## src/rtl/skf_pkg.sv

```systemverilog
`timescale 1ns / 1ps
// ----------------------------------------------------------------------------
// skf_pkg
// shared types and constants of the scalar kalman filter
// ----------------------------------------------------------------------------
package skf_pkg;

	localparam int unsigned DataW  = 32;
	localparam int unsigned GainW  = 17;
	localparam int unsigned QuoW   = 16;
	localparam int unsigned ProdW  = 52;
	localparam int unsigned AddrW  = 3;

	localparam logic [GainW-1:0] OneQ16 = 17'h10000;

	// register indexes
	localparam logic REG_PROCESS_NOISE     = 1'b0;
	localparam logic REG_MEASUREMENT_NOISE = 1'b1;

	localparam logic [DataW-1:0] ProcessNoiseRst     = 32'd65;
	localparam logic [DataW-1:0] MeasurementNoiseRst = 32'd65536;
	localparam logic [DataW-1:0] CovarianceRst       = 32'd65536;

	// commands from controller to datapath
	typedef struct packed {
		logic load;
		logic prep;
		logic div_step;
		logic mul_x;
		logic upd_x;
		logic mul_p;
		logic upd_p;
		logic out_load;
	} cmd_t;

	// status from datapath to controller
	typedef struct packed {
		logic div_last;
	} sts_t;

endpackage

```

## src/rtl/skf_ctrl.sv

```systemverilog
`timescale 1ns / 1ps
// ----------------------------------------------------------------------------
// skf_ctrl
// sequencer of one measurement through predict, divide and update steps
// ----------------------------------------------------------------------------
module skf_ctrl (
	input  logic          clk,
	input  logic          arst_n,
	input  logic          in_valid,
	output logic          in_stall,
	output logic          out_valid,
	input  logic          out_stall,
	input  skf_pkg::sts_t sts,
	output skf_pkg::cmd_t cmd
);

	typedef enum logic [7:0] {
		ST_IDLE = 8'b00000001,
		ST_PREP = 8'b00000010,
		ST_DIV  = 8'b00000100,
		ST_MULX = 8'b00001000,
		ST_UPDX = 8'b00010000,
		ST_MULP = 8'b00100000,
		ST_UPDP = 8'b01000000,
		ST_DONE = 8'b10000000
	} state_t;

	state_t state_q, state_d;
	logic   out_valid_q;
	logic   slot_free;

	assign slot_free = !out_valid_q || !out_stall;
	assign in_stall  = (state_q != ST_IDLE);
	assign out_valid = out_valid_q;

	always_comb begin
		state_d      = state_q;
		cmd          = '0;
		unique case (state_q)
			ST_IDLE: begin
				if (in_valid) begin
					cmd.load = 1'b1;
					state_d  = ST_PREP;
				end
			end
			ST_PREP: begin
				cmd.prep = 1'b1;
				state_d  = ST_DIV;
			end
			ST_DIV: begin
				cmd.div_step = 1'b1;
				if (sts.div_last) begin
					state_d = ST_MULX;
				end
			end
			ST_MULX: begin
				cmd.mul_x = 1'b1;
				state_d   = ST_UPDX;
			end
			ST_UPDX: begin
				cmd.upd_x = 1'b1;
				state_d   = ST_MULP;
			end
			ST_MULP: begin
				cmd.mul_p = 1'b1;
				state_d   = ST_UPDP;
			end
			ST_UPDP: begin
				cmd.upd_p = 1'b1;
				state_d   = ST_DONE;
			end
			ST_DONE: begin
				if (slot_free) begin
					cmd.out_load = 1'b1;
					state_d      = ST_IDLE;
				end
			end
			default: begin
				state_d = ST_IDLE;
			end
		endcase
	end

	always_ff @(posedge clk or negedge arst_n) begin
		if (!arst_n) begin
			state_q     <= ST_IDLE;
			out_valid_q <= 1'b0;
		end else begin
			state_q <= state_d;
			if (cmd.out_load) begin
				out_valid_q <= 1'b1;
			end else if (!out_stall) begin
				out_valid_q <= 1'b0;
			end
		end
	end

endmodule

```

## src/rtl/skf_dp.sv

```systemverilog
`timescale 1ns / 1ps
// ----------------------------------------------------------------------------
// skf_dp
// filter state, restoring gain divider, shared multiplier and saturation
// ----------------------------------------------------------------------------
module skf_dp (
	input  logic                       clk,
	input  logic                       arst_n,
	input  skf_pkg::cmd_t              cmd,
	output skf_pkg::sts_t              sts,
	input  logic [skf_pkg::DataW-1:0]  process_noise,
	input  logic [skf_pkg::DataW-1:0]  measurement_noise,
	input  logic signed [skf_pkg::DataW-1:0] measurement,
	output logic signed [skf_pkg::DataW-1:0] estimate
);

	localparam int unsigned W = skf_pkg::DataW;

	// filter state
	logic signed [W-1:0] est_q;
	logic [W-1:0]        cov_q;

	// per-item registers
	logic [W-1:0]              z_q;
	logic [W-1:0]              pf_q;
	logic [W:0]                den_q;
	logic [W:0]                d_q;
	logic [W+1:0]              rem_q;
	logic [skf_pkg::QuoW-1:0]  quo_q;
	logic [3:0]                cnt_q;
	logic                      den_zero_q;
	logic                      r_zero_q;
	logic signed [skf_pkg::ProdW-1:0] prod_q;
	logic signed [W-1:0]       out_q;

	logic [W:0]                pf_sum;
	logic [W+1:0]              rem_sh;
	logic                      fits;
	logic [skf_pkg::GainW-1:0] gain;
	logic signed [skf_pkg::GainW:0] mul_a;
	logic signed [W+1:0]       mul_b;
	logic signed [skf_pkg::ProdW-1:0] mul_p;
	logic [W+4:0]              x_sum;
	logic [W-1:0]              x_sat;
	logic [W:0]                p_new;

	assign pf_sum = {1'b0, cov_q} + {1'b0, process_noise};
	assign rem_sh = {rem_q[W:0], 1'b0};
	assign fits   = (rem_sh >= {1'b0, den_q});

	assign sts.div_last = (cnt_q == 4'(skf_pkg::QuoW - 1));

	always_comb begin
		priority if (den_zero_q) begin
			gain = '0;
		end else if (r_zero_q) begin
			gain = skf_pkg::OneQ16;
		end else begin
			gain = {1'b0, quo_q};
		end
	end

	// shared multiplier: gain times innovation, or (1 - gain) times forecast
	always_comb begin
		if (cmd.mul_x) begin
			mul_a = $signed({1'b0, gain});
			mul_b = $signed({d_q[W], d_q});
		end else begin
			mul_a = $signed({1'b0, skf_pkg::OneQ16 - gain});
			mul_b = $signed({2'b00, pf_q});
		end
	end

	// full-width signed product
	assign mul_p = mul_a * mul_b;

	// floor shift is an arithmetic shift, then saturate to signed range
	assign x_sum = {{5{est_q[W-1]}}, est_q} + {prod_q[skf_pkg::ProdW-1], prod_q[51:16]};
	always_comb begin
		if (x_sum[W+4:W-1] == '0 || x_sum[W+4:W-1] == '1) begin
			x_sat = x_sum[W-1:0];
		end else if (x_sum[W+4]) begin
			x_sat = {1'b1, {(W-1){1'b0}}};
		end else begin
			x_sat = {1'b0, {(W-1){1'b1}}};
		end
	end

	assign p_new = prod_q[48:16];

	always_ff @(posedge clk or negedge arst_n) begin
		if (!arst_n) begin
			est_q <= '0;
			cov_q <= skf_pkg::CovarianceRst;
		end else begin
			if (cmd.upd_x) begin
				est_q <= $signed(x_sat);
			end
			if (cmd.upd_p) begin
				cov_q <= p_new[W] ? '1 : p_new[W-1:0];
			end
		end
	end

	always_ff @(posedge clk) begin
		if (cmd.load) begin
			z_q  <= measurement;
			pf_q <= pf_sum[W] ? '1 : pf_sum[W-1:0];
		end
		if (cmd.prep) begin
			den_q      <= {1'b0, pf_q} + {1'b0, measurement_noise};
			den_zero_q <= (pf_q == '0) && (measurement_noise == '0);
			r_zero_q   <= (measurement_noise == '0);
			d_q        <= {z_q[W-1], z_q} - {est_q[W-1], est_q};
			rem_q      <= {2'b00, pf_q};
			quo_q      <= '0;
			cnt_q      <= '0;
		end
		if (cmd.div_step) begin
			rem_q <= fits ? (rem_sh - {1'b0, den_q}) : rem_sh;
			quo_q <= {quo_q[skf_pkg::QuoW-2:0], fits};
			cnt_q <= cnt_q + 4'd1;
		end
		if (cmd.mul_x || cmd.mul_p) begin
			prod_q <= mul_p;
		end
		if (cmd.out_load) begin
			out_q <= est_q;
		end
	end

	assign estimate = out_q;

endmodule

```

## src/rtl/scalar_kalman_filter.sv

```systemverilog
`timescale 1ns / 1ps
// ----------------------------------------------------------------------------
// scalar_kalman_filter
// first-order kalman filter with unit gains on signed q16.16 measurements
// ----------------------------------------------------------------------------
//
// channel      | direction | handshake            | payload
// -------------+-----------+----------------------+---------------------------
// measurement  | in        | in_valid / in_stall   | measurement, signed q16.16
// estimate     | out       | out_valid / out_stall | estimate, signed q16.16
// config       | in        | apb psel/penable      | process / measurement noise
//
// one measurement goes from its transfer to its result through one load,
// one prep, the restoring gain divider, two multiply-update pairs on the
// shared multiplier and a done step that hands the result over
// in_stall is high from the transfer until the result enters the output
// register; a stalled output holds the next item in the done step
// reset sets estimate to zero, covariance to 1.0, q to 65 and r to 1.0
//
module scalar_kalman_filter (
	input  logic                              clk,
	input  logic                              arst_n,
	// measurement channel
	input  logic                              in_valid,
	output logic                              in_stall,
	input  logic signed [skf_pkg::DataW-1:0]  measurement,
	// estimate channel
	output logic                              out_valid,
	input  logic                              out_stall,
	output logic signed [skf_pkg::DataW-1:0]  estimate,
	// configuration port
	input  logic                              psel,
	input  logic                              penable,
	input  logic                              pwrite,
	input  logic [skf_pkg::AddrW-1:0]         paddr,
	input  logic [skf_pkg::DataW-1:0]         pwdata,
	output logic [skf_pkg::DataW-1:0]         prdata,
	output logic                              pready
);

	logic [skf_pkg::DataW-1:0] process_noise_q;
	logic [skf_pkg::DataW-1:0] measurement_noise_q;
	logic                      cfg_wr;
	logic                      reg_idx;
	skf_pkg::cmd_t             cmd;
	skf_pkg::sts_t             sts;

	// register index is the word address; bits below are byte offset
	assign reg_idx = paddr[2];
	assign pready  = 1'b1;
	assign cfg_wr  = psel && penable && pwrite && pready;

	always_ff @(posedge clk or negedge arst_n) begin
		if (!arst_n) begin
			process_noise_q     <= skf_pkg::ProcessNoiseRst;
			measurement_noise_q <= skf_pkg::MeasurementNoiseRst;
		end else if (cfg_wr) begin
			unique case (reg_idx)
				skf_pkg::REG_PROCESS_NOISE:     process_noise_q     <= pwdata;
				skf_pkg::REG_MEASUREMENT_NOISE: measurement_noise_q <= pwdata;
				default: ;
			endcase
		end
	end

	// read mux
	always_comb begin
		unique case (reg_idx)
			skf_pkg::REG_PROCESS_NOISE:     prdata = process_noise_q;
			skf_pkg::REG_MEASUREMENT_NOISE: prdata = measurement_noise_q;
			default:                        prdata = '0;
		endcase
	end

	// controller: sequencing and output valid
	skf_ctrl u_ctrl (
		.clk       (clk),
		.arst_n    (arst_n),
		.in_valid  (in_valid),
		.in_stall  (in_stall),
		.out_valid (out_valid),
		.out_stall (out_stall),
		.sts       (sts),
		.cmd       (cmd)
	);

	// datapath: state, divider, multiplier, output register
	skf_dp u_dp (
		.clk               (clk),
		.arst_n            (arst_n),
		.cmd               (cmd),
		.sts               (sts),
		.process_noise     (process_noise_q),
		.measurement_noise (measurement_noise_q),
		.measurement       (measurement),
		.estimate          (estimate)
	);

	// a transfer in starts the sequence, so the next cycle is stalled
	assert property (@(posedge clk) disable iff (!arst_n)
		(in_valid && !in_stall) |=> in_stall)
		else $error("input taken while an item is in flight");

	// at most one datapath step per cycle
	assert property (@(posedge clk) disable iff (!arst_n)
		$onehot0({cmd.load, cmd.prep, cmd.div_step, cmd.mul_x,
			cmd.upd_x, cmd.mul_p, cmd.upd_p, cmd.out_load}))
		else $error("conflicting datapath commands");

	// a result never overwrites one that is still waiting
	assert property (@(posedge clk) disable iff (!arst_n)
		cmd.out_load |-> (!out_valid || !out_stall))
		else $error("output register overwritten while stalled");

	// a result shows up right after its handover
	assert property (@(posedge clk) disable iff (!arst_n)
		cmd.out_load |=> out_valid)
		else $error("result handed over but not presented");

endmodule

```

## config.mk

```make
export PLATFORM = sky130hd
export DESIGN_NAME = scalar_kalman_filter
export DESIGN_NICKNAME = d
export VERILOG_FILES = /design/src/rtl/skf_pkg.sv /design/src/rtl/skf_ctrl.sv /design/src/rtl/skf_dp.sv /design/src/rtl/scalar_kalman_filter.sv
export SDC_FILE = /design/constraint.sdc
export NUM_CORES = 2
export LEC_CHECK = 0
export BUFFER_PORTS_ARGS = -buffer_cell sky130_fd_sc_hd__buf_2
export CORE_MARGIN = 5
export CORE_UTILIZATION = 61
export CTS_BUF_LIST = sky130_fd_sc_hd__clkbuf_8
export DETAILED_ROUTE_END_ITERATION = 10
export HOLD_SLACK_MARGIN = 0.06
export PLACE_DENSITY = 0.84
export SYNTH_ARGS = -nofsm -noshare
export SYNTH_HDL_FRONTEND = slang
export SYNTH_SLANG_ARGS = --single-unit
```

## constraint.sdc

```tcl
create_clock -name clk -period 9.96 [get_ports clk]
set_input_delay 1.992 -clock clk [delete_from_list [all_inputs] [get_ports clk]]
set_output_delay 1.992 -clock clk [all_outputs]
set_load 0.05 [all_outputs]
```

==> summary.txt <==
Drt
  • Detailed Route WL: 119800 um
  • DR vias/cell: approximately 6
  • Drt pass-1 iters: 6
  • Drc violations: 0
  • Detail Route Antenna Nets: 0
  • Via count: 33334
  • Avg WL per Cell: around 21 um
  • DRT iter0 DRCs: around 3500

Logic synthesis
  • Post-synth top area share: about 26%
  • Area leader, netlist: fa_1
  • Ranking of synthesized cells by area: fa_1 (26%), edfxtp_1 (18%), ha_1 (8.4%), dfrtp_1 (7.8%), inv_1 (6.2%)
  • Synth warn: 0
  • Flop and latch count out of synthesis: ~400
  • Synth async-reset ratio: a little over a third
  • Synth top cells by count: inv_1 (696), nand2_1 (676), fa_1 (543)
  • Yosys cell types: 86
  • Synthesized cell area: approximately 0.042 sq mm
  • Syn_nets: around 5400
  • Syn_area_per_cell: around 9.5 sq um
  • Sequential cell area fraction in the yosys report: 26.03%
  • Main synth FF type: edfxtp_1
  • Synth Instances: roughly 4500
  • Number of flops mapped to enable cells by yosys: approximately 250
  • Top-count cell post-synth: inv_1

STA
  • Crit path time final: approximately 9.6 ns
  • Worst-Margin Slew: 1.152 ns
  • Final setup fails: 0
  • Worst slew margin: between 20% and 30%
  • Hold Vio Cnt, Final: 0
  • Worst Skew: around 0.032 ns
  • Max Fclk: approximately 100 MHz
  • Unrepaired setup endpoints after global routing: no
  • Max-slew violation count: 0
  • Final Cycle Share: 96.74%
  • Setup tns final: 0 ns

Critical path
  • Crit path required time: around 10 ns
  • Critical Path AT: between 10 and 15 ns
  • CP endpoint kind: flop
  • Worst setup startpoint: u_ctrl.state_q[2]$_DFFE_PN0P_
  • Slowest cell delay on critical path: around 0.6 ns
  • Slowest-stage cell, CP: fa_1
  • Worst reg2reg path startpoint: u_ctrl.state_q[2]$_DFFE_PN0P_
  • Startpoint Class: flop
  • Most frequent CP cell: fa_1
  • Critical path fanouts, max: 23
  • Kind of critical path: reg2reg
  • Flop-to-flop setup slack: 0.32 ns

Run
  • Max_cap viols: 0

Floorplan
  • Row count: 96
  • Die Width: roughly 270 um
  • Initial core utilization: 61.69%
  • Die height: roughly 270 um
  • Core ar.: about 0.07 sq mm
  • Die area: approximately 0.075 sq mm
  • Num ports: between 100 and 150

Final layout
  • Fraction of layout cells with a size suffix above 1: approximately a tenth
  • Post-layout net count: approximately 5500
  • P&R area growth vs syn: 7.646%

Clocking
  • Clock Sinks: around 400
  • Worst-Skew Late Latency: around 0.66 ns
  • Clk buf depth: 3
  • CTS tree: built
  • Setup Fix Bufs, Post-CTS: 0
  • Clk root buf: clkbuf_8
  • CTS Buf Count: 61
  • H-tree depth: 2
  • Clk slew on worst S/H paths: about 0.070 ns

GRT
  • Largest net degree at the start of global routing: between 80 and 90
  • Antenna violations before repair: 3
  • Global Route Usage Sum: ~32%
  • Gr ovfl total: 0
  • Global-route wire length before repair: 188500 um
  • Vias in the first global route: ~34000

Status
  • Status: finished clean

Placement
  • HPWL Detailed: roughly 96000 um
  • RePlAce Congestion: just under 1
  • Port Buf Inserts: between 100 and 150

Hold path
  • Hold Path Origin: u_dp.cov_q[28]$_DFFE_PN0P_
  • Worst hold path type: reg2reg
==> critical path: cells and delay by family (launching register included) <==
family                     cells  cell delay (ns)
AOI/OAI and AO/OA              5             1.53
xor gates and xnor gates       1             0.13
adders and majority gates      7             3.37
buffers and inverters          8             1.34
DFF                            1             0.41
and+or+nand+nor                9             2.58
==> path summary, 6_finish.rpt <==
check                                                          end  cells past startpoint
worst max-delay path                     u_dp.prod_q[46]$_DFFE_PP_                     30
worst min-delay path                    u_dp.cov_q[28]$_DFFE_PN0P_                      2
worst max register to register           u_dp.prod_q[46]$_DFFE_PP_                     30
worst min register to register          u_dp.cov_q[28]$_DFFE_PN0P_                      2
max in group asynchronous       measurement_noise_q[9]$_DFFE_PN0P_                      2
min in group asynchronous               u_dp.est_q[23]$_DFFE_PN0P_                      1
==> cells in the final DEF, fill, tap and decap left out, drive strengths merged, types with 11 or more instances in the layout <==
cell / n
a211oi: 18
a21boi: 11
a21o: 92
a21oi: 204
a31oi: 23
and2: 42
and3: 21
buf: 226
clkbuf: 72
clkinv: 20
dfrtp: 132
edfxtp: 253
fa: 543
ha: 285
inv: 715
mux2: 97
mux2i: 61
nand2: 676
nand2b: 30
nand3: 36
nand4: 32
nor2: 332
nor2b: 25
nor3: 59
nor4: 27
o211ai: 15
o21a: 36
o21ai: 190
o21bai: 20
o31ai: 42
xnor2: 111
xor2: 60
==> cell families (layout without fill, tap and decap cells) <==
kind of cell	after synthesis	in the layout	synth area share (%)
and+or+nand+nor	1332	1332	13.59
buffers and inverters	851	1038	7.767
adders and majority gates	828	828	34.06
AOI/OAI and AO/OA	725	725	10.99
DFF	390	390	26.03
xor gates and xnor gates	171	171	3.534
muxes	158	158	4.018
other	1	3	0.008848
==> registers in the layout, summed over array words and instances (netlist names), 33 cells and up <==
signal	cells
u_dp.d_q	33
u_dp.den_q	33
u_dp.prod_q	36
u_dp.rem_q	33
==> what timing repair did <==
item | CTS | global route
hold buffers | 0 | 0
endpoints found under the setup margin | 0 | 4
resized for setup | 0 | 6
==> area by class of cell <==
type,count,area [sq um]
Tap cell,931,1165
Antenna cell,2,5.005
Clock inverter,43,272.8
Timing Repair Buffer,226,1360
Fill cell,5364,23080
Inverter,697,2616
Clock buffer,72,991.0
Multi-Input combinational cell,3215,28180
Sequential cell,390,11030
==> stage by stage <==
step / worst slack [ns] / hold WS (ns) / instances / area (sq um) / utilization (%)
CTS: 0.2615 / 0.4900 / 5574 / 45600 / 66.36
detailed placement: 0.3062 / 0.4747 / 5459 / 44330 / 64.53
global route: 0.002498 / 0.5263 / 5574 / 45620 / 66.40
finish: 0.3245 / 0.4864 / 5576 / 45630 / 66.41
floorplan: 1.415 / 0.4448 / 4456 / 42380 / -
global placement: 0.5215 / 0.4685 / 5459 / 44330 / 64.53
==> per-layer routing <==
| layer | vias to the layer above | track usage [%] | part of all wire, % |
|---|---|---|---|
| met5 | - | 0 | 0.033 |
| met4 | 6 | 15.93 | 6.5 |
| met3 | 406 | 9.501 | 12 |
| met2 | 1771 | 50.87 | 45 |
| met1 | 16261 | 41.67 | 37 |
| li1 | 14890 | - | - |
Power is not shown: default switching activity piles up to over one toggle a cycle in this logic, so the estimate is an artifact.
